<file path="config.mk">
export PLATFORM = sky130hd
export DESIGN_NAME = bba_ctrl
export DESIGN_NICKNAME = d
export VERILOG_FILES = /design/src/hw/rtl/bba_pkg.sv /design/src/hw/rtl/bba_ctrl.sv
export SDC_FILE = /design/constraint.sdc
export NUM_CORES = 1
export LEC_CHECK = 0
export BUFFER_PORTS_ARGS = -buffer_cell sky130_fd_sc_hd__buf_2
export CORE_UTILIZATION = 51
export CTS_CLUSTER_DIAMETER = 50
export DETAILED_ROUTE_END_ITERATION = 10
export PLACE_DENSITY = 0.78
export SYNTH_ARGS = -nofsm -noshare
export SYNTH_HDL_FRONTEND = slang
export SYNTH_SLANG_ARGS = --single-unit
</file>
<file path="constraint.sdc">
create_clock -name clk_i -period 1.6 [get_ports clk_i]
set_input_delay 0.08 -clock clk_i [delete_from_list [all_inputs] [get_ports clk_i]]
set_output_delay 0.08 -clock clk_i [all_outputs]
set_load 0.005 [all_outputs]
</file>
<file path="src/hw/rtl/bba_pkg.sv">
`default_nettype none

package bba_pkg;

  // Default geometry of the pool.
  localparam int unsigned MIN_ORDER_DEF = 5;
  localparam int unsigned LEVELS_DEF    = 10;

  // Field widths of the two channels and of the header register.
  localparam int unsigned REQ_W    = 32;
  localparam int unsigned OFF_W    = 15;
  localparam int unsigned STATUS_W = 2;
  localparam int unsigned GORD_W   = 4;
  localparam int unsigned HDR_W    = 8;

  localparam logic [HDR_W-1:0] HDR_RESET = 8'd32;

  // Operation codes.
  localparam logic OP_ALLOC = 1'b0;
  localparam logic OP_FREE  = 1'b1;

  // Status codes.
  localparam logic [STATUS_W-1:0] ST_OK      = 2'd0;
  localparam logic [STATUS_W-1:0] ST_NOBLK   = 2'd1;
  localparam logic [STATUS_W-1:0] ST_BADFREE = 2'd2;

  // Commands from the controller to the datapath.
  typedef enum logic [4:0] {
    CMD_NONE,
    CMD_CLR,
    CMD_INIT_ROOT,
    CMD_LOAD,
    CMD_SIZE_STEP,
    CMD_RD_ROOT,
    CMD_PICK,
    CMD_DESC_RD,
    CMD_DESC_STEP,
    CMD_SPLIT,
    CMD_MARK_T,
    CMD_LEAF_RD,
    CMD_FREE_GO,
    CMD_MRG_RD,
    CMD_MRG_UP,
    CMD_SET_FREE,
    CMD_FIX_RD,
    CMD_FIX_WR,
    CMD_RES_NOBLK,
    CMD_RES_BAD,
    CMD_EMIT
  } bba_cmd_e;

  // Status flags from the datapath to the controller.
  typedef struct packed {
    logic clr_done;
    logic size_done;
    logic too_big;
    logic root_none;
    logic at_dsel;
    logic at_dreq;
    logic misaligned;
    logic leaf_bad;
    logic buddy_free;
    logic node_is_root;
  } bba_stat_t;

endpackage

`default_nettype wire

</file>
<file path="src/hw/rtl/bba_ctrl.sv">
`default_nettype none

module bba_ctrl (
  input  wire logic               clk_i,
  input  wire logic               rst_ni,
  input  wire logic               in_valid_i,
  input  wire logic               in_op_i,
  output logic                    in_ready_o,
  output logic                    out_valid_o,
  input  wire logic               out_ready_i,
  input  wire bba_pkg::bba_stat_t stat_i,
  output bba_pkg::bba_cmd_e       cmd_o
);
  import bba_pkg::*;

  typedef enum logic [4:0] {
    S_CLEAR, S_INIT, S_IDLE, S_SIZE, S_PICK, S_DESC, S_DSTEP, S_SPLIT,
    S_LEAF, S_CHK, S_MERGE, S_MSTEP, S_FIX, S_FIXW, S_DONE
  } state_e;

  state_e state_q, state_d;
  logic   out_valid_q, out_valid_d;

  assign in_ready_o  = (state_q == S_IDLE);
  assign out_valid_o = out_valid_q;

  // Next state and the command for the datapath in this cycle.
  always_comb begin
    state_d     = state_q;
    cmd_o       = CMD_NONE;
    out_valid_d = out_valid_q && !out_ready_i;
    case (state_q)
      S_CLEAR: begin
        cmd_o = CMD_CLR;
        if (stat_i.clr_done) begin
          state_d = S_INIT;
        end
      end
      S_INIT: begin
        cmd_o   = CMD_INIT_ROOT;
        state_d = S_IDLE;
      end
      S_IDLE: begin
        if (in_valid_i) begin
          cmd_o   = CMD_LOAD;
          state_d = (in_op_i == OP_FREE) ? S_LEAF : S_SIZE;
        end
      end
      S_SIZE: begin
        if (!stat_i.size_done) begin
          cmd_o = CMD_SIZE_STEP;
        end else if (stat_i.too_big) begin
          cmd_o   = CMD_RES_NOBLK;
          state_d = S_DONE;
        end else begin
          cmd_o   = CMD_RD_ROOT;
          state_d = S_PICK;
        end
      end
      S_PICK: begin
        if (stat_i.root_none) begin
          cmd_o   = CMD_RES_NOBLK;
          state_d = S_DONE;
        end else begin
          cmd_o   = CMD_PICK;
          state_d = S_DESC;
        end
      end
      S_DESC: begin
        if (stat_i.at_dsel) begin
          state_d = S_SPLIT;
        end else begin
          cmd_o   = CMD_DESC_RD;
          state_d = S_DSTEP;
        end
      end
      S_DSTEP: begin
        cmd_o   = CMD_DESC_STEP;
        state_d = S_DESC;
      end
      S_SPLIT: begin
        if (stat_i.at_dreq) begin
          cmd_o   = CMD_MARK_T;
          state_d = S_FIX;
        end else begin
          cmd_o = CMD_SPLIT;
        end
      end
      S_LEAF: begin
        if (stat_i.misaligned) begin
          cmd_o   = CMD_RES_BAD;
          state_d = S_DONE;
        end else begin
          cmd_o   = CMD_LEAF_RD;
          state_d = S_CHK;
        end
      end
      S_CHK: begin
        if (stat_i.leaf_bad) begin
          cmd_o   = CMD_RES_BAD;
          state_d = S_DONE;
        end else begin
          cmd_o   = CMD_FREE_GO;
          state_d = S_MERGE;
        end
      end
      S_MERGE: begin
        if (stat_i.node_is_root) begin
          cmd_o   = CMD_SET_FREE;
          state_d = S_FIX;
        end else begin
          cmd_o   = CMD_MRG_RD;
          state_d = S_MSTEP;
        end
      end
      S_MSTEP: begin
        if (stat_i.buddy_free) begin
          cmd_o   = CMD_MRG_UP;
          state_d = S_MERGE;
        end else begin
          cmd_o   = CMD_SET_FREE;
          state_d = S_FIX;
        end
      end
      S_FIX: begin
        if (stat_i.node_is_root) begin
          state_d = S_DONE;
        end else begin
          cmd_o   = CMD_FIX_RD;
          state_d = S_FIXW;
        end
      end
      S_FIXW: begin
        cmd_o   = CMD_FIX_WR;
        state_d = S_FIX;
      end
      S_DONE: begin
        if (!out_valid_q || out_ready_i) begin
          cmd_o       = CMD_EMIT;
          out_valid_d = 1'b1;
          state_d     = S_IDLE;
        end
      end
      default: begin
        state_d = S_IDLE;
      end
    endcase
  end

  // State and the output valid flag.
  always_ff @(posedge clk_i or negedge rst_ni) begin
    if (!rst_ni) begin
      state_q     <= S_CLEAR;
      out_valid_q <= 1'b0;
    end else begin
      state_q     <= state_d;
      out_valid_q <= out_valid_d;
    end
  end

endmodule

`default_nettype wire

</file>
==> flow_summary.ini, run 1 <==
[synth]
synth_mux_area_share_pct = 2.69
seq_area_frac_synth_pct = 15.8
synth_top_area_share_pct = 15.8
syn-num-nets = 130
synth_ff_type = dfrtp_1
synth-seq-cells = 5
synth-edff-count = 0
synth_compound_area_share_pct = 41.2
yosys.cell_types.count = 40
synth.avg_cell_area_um2 = 6.87
synth_top_family_by_area = compound AO/OA/AOI/OAI gates
yosysWarnings = 0
ys_top_cells_by_area = dfrtp_1 16%, o21ai_0 8.2%, nand2_1 7.1%
synth-simple-area-share_pct = 29.5
synth_largest_area_cell = dfrtp_1
synthAdderAreaFrac_pct = 0
syn_inst = 115
synthArstFlopShare_pct = 100
syn_area_um2 = 790
synth_xor_area_share_pct = 0

[die]
start_util_pct = 57.8
die_x_um = 41.3
io_pins = 22
die_h_um = 41.3
fp-row-count = 13

[place]
io_buffer_count = 21
dp_hpwl_um = 2130
dpl_worst_slack_ns = -0.0146
placed_cell_area_um2 = 990
routabilityCongestion = 0.870

[cts]
clockBufferDepth = 2
h-tree-depth = 1
clkSinkCount = 5
cts_buffers = 3
cts_root_buf = clkbuf_4

[grt]
grt_max_degree = 12

[timing]
timing.grt.repair.worst_endpoint = cmd_o[4]
worst-ep-kind = primary output

[outcome]
error = [ERROR DPL-0038] Utilization greater than 100%, impossible to legalize
outcome = aborted with a tool error
lastStage = 5_1_grt
## Yosys cell counts, types with 3 or more instances
library cell,instances
nor2b_1,5
nand2b_1,3
nor2_1,11
a21oi_1,8
dfrtp_1,5
o21ai_0,13
inv_1,5
nor3_1,3
o211ai_1,3
buf_2,5
nand3_1,4
nand2_1,15
## metrics by stage
stage          cells  TNS (ns)
2_1_floorplan    115         0
3_3_place_gp     160  -0.00703
3_5_place_dp     160   -0.0146
4_1_cts          173    -0.175
## cells by family after synthesis
group                  Yosys count
multiplexers                     2
AND/OR/NAND/NOR                 47
buffers and inverters           16
flip-flops                       5
AO/OA/AOI/OAI                   45
## timing repair
item | CTS
endpoints found under the setup margin | 5
hold buffers | 1
buffers inserted | 8
pin swaps | 11
gates cloned | 0
endpoints found under the hold margin | 5
resized for setup | 20
==> inputs of run 2 (changes only) <==
--- a/config.mk
+++ b/config.mk
@@ -6,10 +6,10 @@
 export NUM_CORES = 1
 export LEC_CHECK = 0
 export BUFFER_PORTS_ARGS = -buffer_cell sky130_fd_sc_hd__buf_2
-export CORE_UTILIZATION = 51
-export CTS_CLUSTER_DIAMETER = 50
+export CORE_AREA = 2 2 63 65
 export DETAILED_ROUTE_END_ITERATION = 10
-export PLACE_DENSITY = 0.78
+export DIE_AREA = 0 0 65 67
+export PLACE_DENSITY_LB_ADDON = 0.15
 export SYNTH_ARGS = -nofsm -noshare
 export SYNTH_HDL_FRONTEND = slang
 export SYNTH_SLANG_ARGS = --single-unit
==> run 2 against run 1 <==
  * The flow now finishes, with violations (setup timing)
  * Synthesized cell count stayed put
  * Area after synthesis did not move
==> flow_summary.ini, run 2 <==
[outcome]
outcome = complete, but fails checks
violations = setup timing

[synth]
seq_area_frac_synth_pct = 15.8
synth_top_area_share_pct = 15.8
yosysMostFrequentCell = nand2_1
yosysWarnings = 0
ys_top_cells_by_area = dfrtp_1 16%, o21ai_0 8.2%, nand2_1 7.1%
syn_area_um2 = 790
synth-seq-cells = 5
synthTopCellsByCount = 15 x nand2_1, 13 x o21ai_0, 11 x nor2_1
synth_largest_area_cell = dfrtp_1
synth-edff-count = 0
syn-num-nets = 130
synth.avg_cell_area_um2 = 6.87
synth_ff_type = dfrtp_1
synthArstFlopShare_pct = 100
syn_inst = 115
yosys.cell_types.count = 40

[die]
fp-row-count = 22
start_util_pct = 21.9
die_h_um = 67
die_x_um = 65
io_pins = 22
core_area_um2 = 3610
dieArea_um2 = 4360

[cells_and_area]
nets = 188
largest_reg_flops = 4
syn_to_final_growth_pct = 85.9
drive_gt1_share_pct = 57.0
layout_common_cells = 29 x buf_4, 21 x buf_2, 14 x nand2_1
final_common_cell = buf_4
max_flop_register = state_q
n_fill_cell = 377
antennaDiodeCount = 0
final_cell_area_um2 = 1470
postLayoutCoreUtil_pct = 40.7

[power]
power.density_nw_per_um2 = 2110
p_leak_nw = 0.651
peakVddDrop_mv = 0.430

[timing]
skew_ns = 0.00108
rsz0062_at_grt = true
max_freq_mhz = 611
fin_crit_ns = 1.64
finalSetupTns_ns = -0.122
slew_viol_final = 0
finalCritPeriodShare_pct = 102
finalHoldViolCount = 0
layout_setup_ws_ns = -0.0357
slew_headroom_pct = 75.4
max_slew.worst_pin.slew_ns = 0.368
setup_viol = 6

[cts]
worstSkewPairLatency_ns = 0.22
h-tree-depth = 1
cts_root_buf = clkbuf_8
path_clk_slew_ns = 0.04
clkSinkCount = 5
cts_tree = yes
clockBufferDepth = 2
cts_buffers = 3

[worst_setup_path]
end_kind = output port
cp-start-kind = register
cp.required_ns = 1.52
cp_data_arrival_time_ns = 1.56
critPathMaxFanout = 6
crit_type = register to output port

[place]
io_buffer_count = 21
routabilityCongestion = 0.885
placed_cell_area_um2 = 1100
dpl_worst_slack_ns = -0.0144
dp_hpwl_um = 2400

[detailed_routing]
drt_iter0_drc = 42
detail-route-antenna-nets = 0
num_vias = 1150
wl_per_cell_um = 15.3
highest_layer = met4
drc = 0
wl_met3_um = 180
vias_per_cell = 5.23
wl_met2_um = 1750
routed_wl_um = 3370
met1Wirelength_um = 1360
dr.pass1.iters = 4

[worst_hold_path]
hp-class = input pin to register

[grt]
grt_pass1_vias = 1169
grt_pass1_wl_um = 5400
grt_max_degree = 9
grt.total_usage_pct = 15.8
antenna_found_initial = 0
gr-total-overflow = 0

[job]
cap_viol_max_count = 0
[run 2: area by class of cell]
| cell class | instances | area (µm²) | area share, % |
|---|---|---|---|
| multi-input combinational | 94 | 706 | 48.1 |
| timing repair buffer | 62 | 499 | 34.0 |
| sequential | 5 | 129 | 8.78 |
| tap | 48 | 60.1 | 4.09 |
| clock buffer | 4 | 45.0 | 3.07 |
| inverter | 7 | 28.8 | 1.96 |
[run 2: per-layer routing]
layer,track usage [%],vias to the layer above
met5,0,-
met4,6.38,0
met3,0.845,6
met2,30.3,51
met1,18.2,553
li1,-,540
[run 2: power by group]
part           total, mW  internal, mW  switching, mW  leakage [nW]
Clock              0.230         0.171         0.0596        0.0228
Combinational       2.56          1.38           1.18         0.569
Sequential         0.299         0.196          0.103        0.0592
Total               3.09          1.75           1.35         0.651
[run 2: path summary, 6_finish.rpt]
| kind | from | end | slack, ns | depth (start not counted) |
|---|---|---|---|---|
| min in group asynchronous | rst_ni | state_q[1] | 0.21 | 2 |
| max in group asynchronous | rst_ni | state_q[2] | 1.24 | 2 |
| min reg2reg | out_valid_o | state_q[3] | 0.71 | 3 |
| min | out_ready_i | state_q[3] | 0.18 | 4 |
| max reg2reg | state_q[3] | state_q[1] | -0.03 | 6 |
| max | state_q[3] | cmd_o[4] | -0.04 | 6 |
[run 2: kinds of logic after synthesis]
kind of cell           count (synthesis)  synth area share [%]
AO/OA/AOI/OAI                         45                  41.2
multiplexers                           2                  2.69
flip-flops                             5                  15.8
buffers and inverters                 16                  10.8
AND/OR/NAND/NOR                       47                  29.5
[run 2: what timing repair did]
item                                   CTS  global route
gates resized for setup                 29            17
endpoints found under the hold margin    5             0
setup endpoints to repair                8             9
hold buffers                             1             0
gates cloned                             1             0
setup buffers                           10             4
pin swaps                               10             8
[run 2: critical path, stage by stage, from the launching register on]
cell and delay (ns):
dfrtp_2 0.44, buf_4 0.16, or2_4 0.28, nor2_2 0.09
a21oi_1 0.07, o211ai_1 0.15, buf_2 0.15
[run 2: through the flow]
stage	cells	hold WS, ns	total power, mW
floorplan	115	-0.216	1.36
global placement	201	-0.0994	2.13
detailed placement	201	-0.0979	2.10
CTS	216	0.193	2.84
global route	220	0.215	3.29
finish	220	0.181	3.09
(Power assumes the default switching activity.)
==> inputs of run 3 (changes only) <==
--- a/config.mk
+++ b/config.mk
@@ -5,6 +5,7 @@
 export SDC_FILE = /design/constraint.sdc
 export NUM_CORES = 1
 export LEC_CHECK = 0
+export ABC_AREA = 1
 export BUFFER_PORTS_ARGS = -buffer_cell sky130_fd_sc_hd__buf_2
 export CORE_AREA = 2 2 63 65
 export DETAILED_ROUTE_END_ITERATION = 10
==> constraint.sdc (replaced) <==
create_clock -name clk_i -period 1.5 [get_ports clk_i]
set_input_delay 0.075 -clock clk_i [delete_from_list [all_inputs] [get_ports clk_i]]
set_output_delay 0.075 -clock clk_i [all_outputs]
set_load 0.005 [all_outputs]
==> run 3 against run 2 <==
  * The flow still finishes with violations (setup timing)
  * Cell count up 2.7%
  * Critical endpoint is now cmd_o[0]
  * Via count shrank 7.7%
  * Sequential cell count did not move
  * Synthesized cell count up 15%
  * Register-to-register slack better by 0.08 ns
  * Global-route usage decreased by 1.9 points
  * Area after synthesis down 8.1%
==> flow_summary.ini, run 3 <==
[power]
peakVddDrop_mv = 0.502
p_seq_share_pct = 13.7
p_int_mw = 1.26
combPwrFrac_pct = 76.0
p_leak_nw = 0.664
pwr-share-clk_pct = 10.2
p_switching_mw = 1.26
power.density_nw_per_um2 = 2040
switching_share_pct = 50.1

[synth]
synth_xor_area_share_pct = 0
synth-seq-cells = 5
syn_area_um2 = 726
yosysMostFrequentCell = nand2_1
synth_compound_area_share_pct = 11.6
seq_area_frac_synth_pct = 17.2
synthArstFlopShare_pct = 100
synth-edff-count = 0
synth_ff_type = dfrtp_1
synth-simple-area-share_pct = 61.2
syn-num-nets = 147
synth_top_area_share_pct = 20.7
yosys.cell_types.count = 20
ys_top_cells_by_area = nand2_1 21%, dfrtp_1 17%, nand3_1 12%
synthTopCellsByCount = 40 x nand2_1, 18 x nor2_1, 17 x nand3_1
synth.avg_cell_area_um2 = 5.50
synth_largest_area_cell = nand2_1
synth_mux_area_share_pct = 0
synthAdderAreaFrac_pct = 0
syn_inst = 132
synth_top_family_by_area = simple AND/OR/NAND/NOR gates
yosysWarnings = 0

[cells_and_area]
stdcell_count = 226
largest_reg_flops = 4
antennaDiodeCount = 0
final_common_cell = nand2_1
postLayoutCoreUtil_pct = 34.2
drive_gt1_share_pct = 48.9
nets = 194
layout_common_cells = 33 x nand2_1, 21 x buf_2, 19 x buf_4
max_flop_register = state_q
syn_to_final_growth_pct = 70.0

[detailed_routing]
detail-route-antenna-nets = 0
wl_per_cell_um = 13.0
drc = 0
routed_wl_um = 2940
vias_per_cell = 4.69
dr.pass1.iters = 4
num_vias = 1061
drt_iter0_drc = 39

[worst_setup_path]
cpMaxStageDelayCell = dfrtp_2
crit_path_max_incr_delay_ns = 0.47
critPathTopFamily = simple AND/OR/NAND/NOR gates
worst_r2r_path_depth = 10
critPathMaxFanout = 7
rr_endpoint = state_q[1]
end_kind = output port
r2r_slack_ns = 0.05
crit_cells = 7
reg2reg_from = state_q[1]
cp-start-kind = register
crit_type = register to output port
cp.required_ns = 1.42
crit_chain = nor2_4 > nand2_2 > or2_4 > o21ai_2 > nor2_1 > nand3b_1 > buf_2
critPathCapture = cmd_o[0]
crit_start = state_q[1]
cp_data_arrival_time_ns = 1.53
critPathBufInv = 1

[timing]
setup_viol = 5
finalHoldViolCount = 0
fin_crit_ns = 1.61
slew_viol_final = 0
slew_headroom_pct = 86.0
layout_setup_ws_ns = -0.105
rsz0062_at_grt = true
max_slew.worst_pin.slew_ns = 0.208
finalCritPeriodShare_pct = 107
skew_ns = 0.00307
max_freq_mhz = 623

[cts]
cts_root_buf = clkbuf_8
h-tree-depth = 1
clkSinkCount = 5
path_clk_slew_ns = 0.04
cts_buffers = 3
clockBufferDepth = 2
cts_tree = yes
worstSkewPairLatency_ns = 0.22

[die]
fp-row-count = 22
core_area_um2 = 3610
dieArea_um2 = 4360
io_pins = 22
start_util_pct = 20.1
die_h_um = 67
die_x_um = 65

[grt]
antenna_found_initial = 0
grt_pass1_vias = 1035
gr-total-overflow = 0
grt_pass1_wl_um = 4600
grt.total_usage_pct = 13.9
grt_max_degree = 8

[outcome]
violations = setup timing
outcome = complete, but fails checks

[place]
routabilityCongestion = 0.886
dpl_worst_slack_ns = 0.000456
io_buffer_count = 21
dp_hpwl_um = 2240
dp.cells = 210

[job]
cap_viol_max_count = 0

[worst_hold_path]
hp-class = input pin to register
==> run 3: changes by cell type in the layout (fill, tap and decap cells not counted), sizes merged, moves of 4 or more <==
cell	before	now
nand2	16	42
buf	60	42
nand3	4	17
nor2	11	23
inv	7	18
a21oi	8	0
nor2b	5	0
nand2b	4	0
nand3b	0	4
==> run 3: how the worst min path moves through the flow <==
stage	startpoint	slack [ns]	depth (start not counted)	endpoint
floorplan	rst_ni	-0.22	0	out_valid_o
global placement	rst_ni	-0.11	1	state_q[0]
detailed placement	rst_ni	-0.10	1	out_valid_o
CTS	out_ready_i	0.17	4	out_valid_o
global route	rst_ni	0.20	2	state_q[2]
finish	out_ready_i	0.17	4	out_valid_o
==> run 3: final cells by class <==
type / instances / area, µm²
Inverter: 18 / 70.1
Fill cell: 390 / 2370
Clock buffer: 4 / 45.0
Multi-Input combinational cell: 108 / 639
Sequential cell: 5 / 130
Tap cell: 48 / 60.1
Timing Repair Buffer: 43 / 289
==> run 3: cell families after synthesis <==
kind of cell           count (synthesis)
and+or+nand+nor                       94
AOI/OAI and AO/OA                     14
DFF                                    5
buffers and inverters                 19
==> run 3: worst reg2reg max path, delay by kind of cell, from the launching register on <==
kind,cells,cell delay [ns]
buffers and inverters,4,0.40
AND/OR/NAND/NOR,5,0.34
AO/OA/AOI/OAI,1,0.12
flip-flops,1,0.47
==> run 3: power groups by stage <==
stage / Combinational [mW] / Clock (mW) / Sequential, mW
2_1_floorplan: 0.899 / 0 / 0.276
3_3_place_gp: 1.45 / 0 / 0.311
3_5_place_dp: 1.42 / 0 / 0.310
4_1_cts: 1.67 / 0.268 / 0.344
5_1_grt: 2.10 / 0.275 / 0.360
6_report: 1.92 / 0.258 / 0.346
==> run 3: timing repair <==
item                                   in CTS  in global routing
cloned                                      0                  0
hold buffers                                1                  0
endpoints found under the hold margin       5                  0
resized for setup                          24                 18
setup endpoints to repair                   5                  9
pin swaps                                   5                  5
buffers inserted                            7                  4
==> run 3: routing by layer <==
| layer | wire length [µm] | GRT usage, % | vias up |
|---|---|---|---|
| met3 | 138 | 2.36 | 11 |
| met4 | 95 | 9.57 | 0 |
| met5 | 0 | 0 | - |
| met2 | 1480 | 24.1 | 31 |
| met1 | 1230 | 15.6 | 500 |
| li1 | - | - | 519 |
==> run 3: stage by stage <==
step	TNS, ns	hold slack, ns	instance area (µm²)	total power, mW
floorplan	0	-0.221	726	1.18
global placement	-0.0769	-0.106	961	1.76
detailed placement	0	-0.101	961	1.73
CTS	-0.353	0.167	1130	2.29
global route	-0.958	0.199	1230	2.74
finish	-0.407	0.175	1230	2.52
==> inputs of run 4 (changes only) <==
==> constraint.sdc (replaced) <==
create_clock -name clk_i -period 1.5 [get_ports clk_i]
set_input_delay 0.3 -clock clk_i [delete_from_list [all_inputs] [get_ports clk_i]]
set_output_delay 0.3 -clock clk_i [all_outputs]
set_load 0.005 [all_outputs]
==> run 4 against run 3 <==
  * The flow still finishes with violations (setup timing)
  * Hold slack improved by 0.21 ns
  * Power rose by 15%
  * First-iteration DRC count up 31%
  * Sequential cell count did not move
  * Clock skew decreased by 0.0013 ns
  * Sequential share of layout area is 1.6 points lower
  * Critical path depth fell by 1
  * Non-clock buffer count rose by 26
  * Global-route usage shrank 0.14 points
  * Die area unchanged
  * Sequential power down 4%
  * Critical endpoint unchanged
==> flow_summary.ini, run 4 (same netlist as run 3, synthesis figures left out) <==
[outcome]
outcome = complete, but fails checks
violations = setup timing

[cells_and_area]
antennaDiodeCount = 0
nets = 220
postLayoutCoreUtil_pct = 40.1
final_cell_area_um2 = 1450
stdcell_count = 252
drive_gt1_share_pct = 55.4
max_flop_register = state_q
syn_to_final_growth_pct = 99.1
layout_common_cells = 41 x buf_4, 31 x nand2_1, 21 x buf_2
n_fill_cell = 407
largest_reg_flops = 4
multi_input_area_um2 = 651
seqCellArea_um2 = 129
final_common_cell = buf_4

[cts]
cts_root_buf = clkbuf_8
path_clk_slew_ns = 0.03
clkSinkCount = 5
clockBufferDepth = 2
worstSkewPairLatency_ns = 0.22
cts_buffers = 3
h-tree-depth = 1
cts_tree = yes

[die]
start_util_pct = 20.1
dieArea_um2 = 4360
io_pins = 22
fp-row-count = 22
die_x_um = 65
die_h_um = 67
core_area_um2 = 3610

[timing]
layout_setup_ws_ns = -0.335
finalCritPeriodShare_pct = 122
skew_ns = 0.00178
slew_headroom_pct = 84.9
setup_viol = 9
finalHoldViolCount = 0
max_freq_mhz = 545
fin_crit_ns = 1.84
max_slew.worst_pin.slew_ns = 0.226
slew_viol_final = 0
finalSetupTns_ns = -1.68
rsz0062_at_grt = true

[worst_hold_path]
hp-class = input pin to register
hp-start = out_ready_i
hold_depth = 4
min_to = state_q[3]

[worst_setup_path]
cp_data_arrival_time_ns = 1.54
cpMaxStageDelayCell = dfrtp_2
cp-start-kind = register
crit_type = register to output port
end_kind = output port
r2r_slack_ns = -0.01
worst_r2r_path_depth = 11
rr_endpoint = state_q[1]
cp.required_ns = 1.20
crit_path_max_incr_delay_ns = 0.43
reg2reg_from = state_q[2]
critPathMaxFanout = 6
crit_chain = buf_4 > nor2_4 > nand2_2 > o21ai_0 > nand3b_1 > buf_2

[grt]
antenna_found_initial = 0
gr-total-overflow = 0
grt.total_usage_pct = 13.8
grt_max_degree = 9
grt_pass1_wl_um = 4570
grt_pass1_vias = 1023

[detailed_routing]
drt_iter0_drc = 51
wl_per_cell_um = 11.7
detail-route-antenna-nets = 0
vias_per_cell = 4.46
num_vias = 1125
drc = 0
dr.pass1.iters = 4
routed_wl_um = 2950

[power]
peakVddDrop_mv = 0.627
p_leak_nw = 0.784
power.density_nw_per_um2 = 2010

[place]
routabilityCongestion = 0.871
io_buffer_count = 21
placed_cell_area_um2 = 1140
dp_hpwl_um = 2330
dp.cells = 233

[job]
cap_viol_max_count = 0
-- run 4: cell types whose count changed in the layout (fill, tap and decap cells not counted), sizes merged --
cell,previous run,this run
buf,42,68
-- run 4: worst max-delay path, delay by kind of cell, from the launching register on --
kind	cells	cell delay (ns)
AO/OA/AOI/OAI	1	0.15
buffers and inverters	2	0.27
flip-flops	1	0.43
AND/OR/NAND/NOR	3	0.46
-- run 4: area by class of cell --
class | instances | area share (%)
Tap cell | 48 | 4.16
Inverter | 18 | 4.85
Timing Repair Buffer | 69 | 33.9
Clock buffer | 4 | 3.12
Sequential cell | 5 | 8.92
Multi-Input combinational cell | 108 | 45.0
-- run 4: through the flow --
stage	total power, mW	hold WS [ns]	setup slack [ns]
floorplan	1.18	0.00441	0.0267
global placement	2.09	0.119	-0.187
detailed placement	2.06	0.122	-0.189
CTS	2.55	0.420	-0.310
global route	3.16	0.417	-0.430
finish	2.91	0.385	-0.335
-- run 4: timing repair --
item / 4_1_cts / 5_1_grt
endpoints found under the setup margin: 10 / 10
resized for setup: 24 / 25
setup buffers: 7 / 7
hold buffers: 1 / 0
endpoints found under the hold margin: 5 / 0
pin swaps: 8 / 9
-- run 4: per-layer routing --
layer  GRT usage, %  vias to the layer above  routed length, µm
li1               -                      571                  -
met1           17.1                      521               1300
met2           23.8                       29               1490
met3           2.20                        4                114
met4           5.32                        0                 46
met5              0                        -                  0
-- run 4: how the worst max path moves through the flow --
stage,startpoint,cells past startpoint,end,slack [ns]
floorplan,state_q[1],9,cmd_o[0],0.03
global placement,state_q[1],7,cmd_o[0],-0.19
detailed placement,state_q[1],9,cmd_o[0],-0.19
CTS,state_q[1],7,cmd_o[0],-0.31
global route,state_q[2],6,cmd_o[0],-0.43
finish,state_q[2],6,cmd_o[0],-0.34
-- run 4: power breakdown --
group          total (mW)  internal [mW]  switching [mW]
registers           0.332          0.211           0.121
clock network       0.240          0.182          0.0586
logic                2.34           1.18            1.16
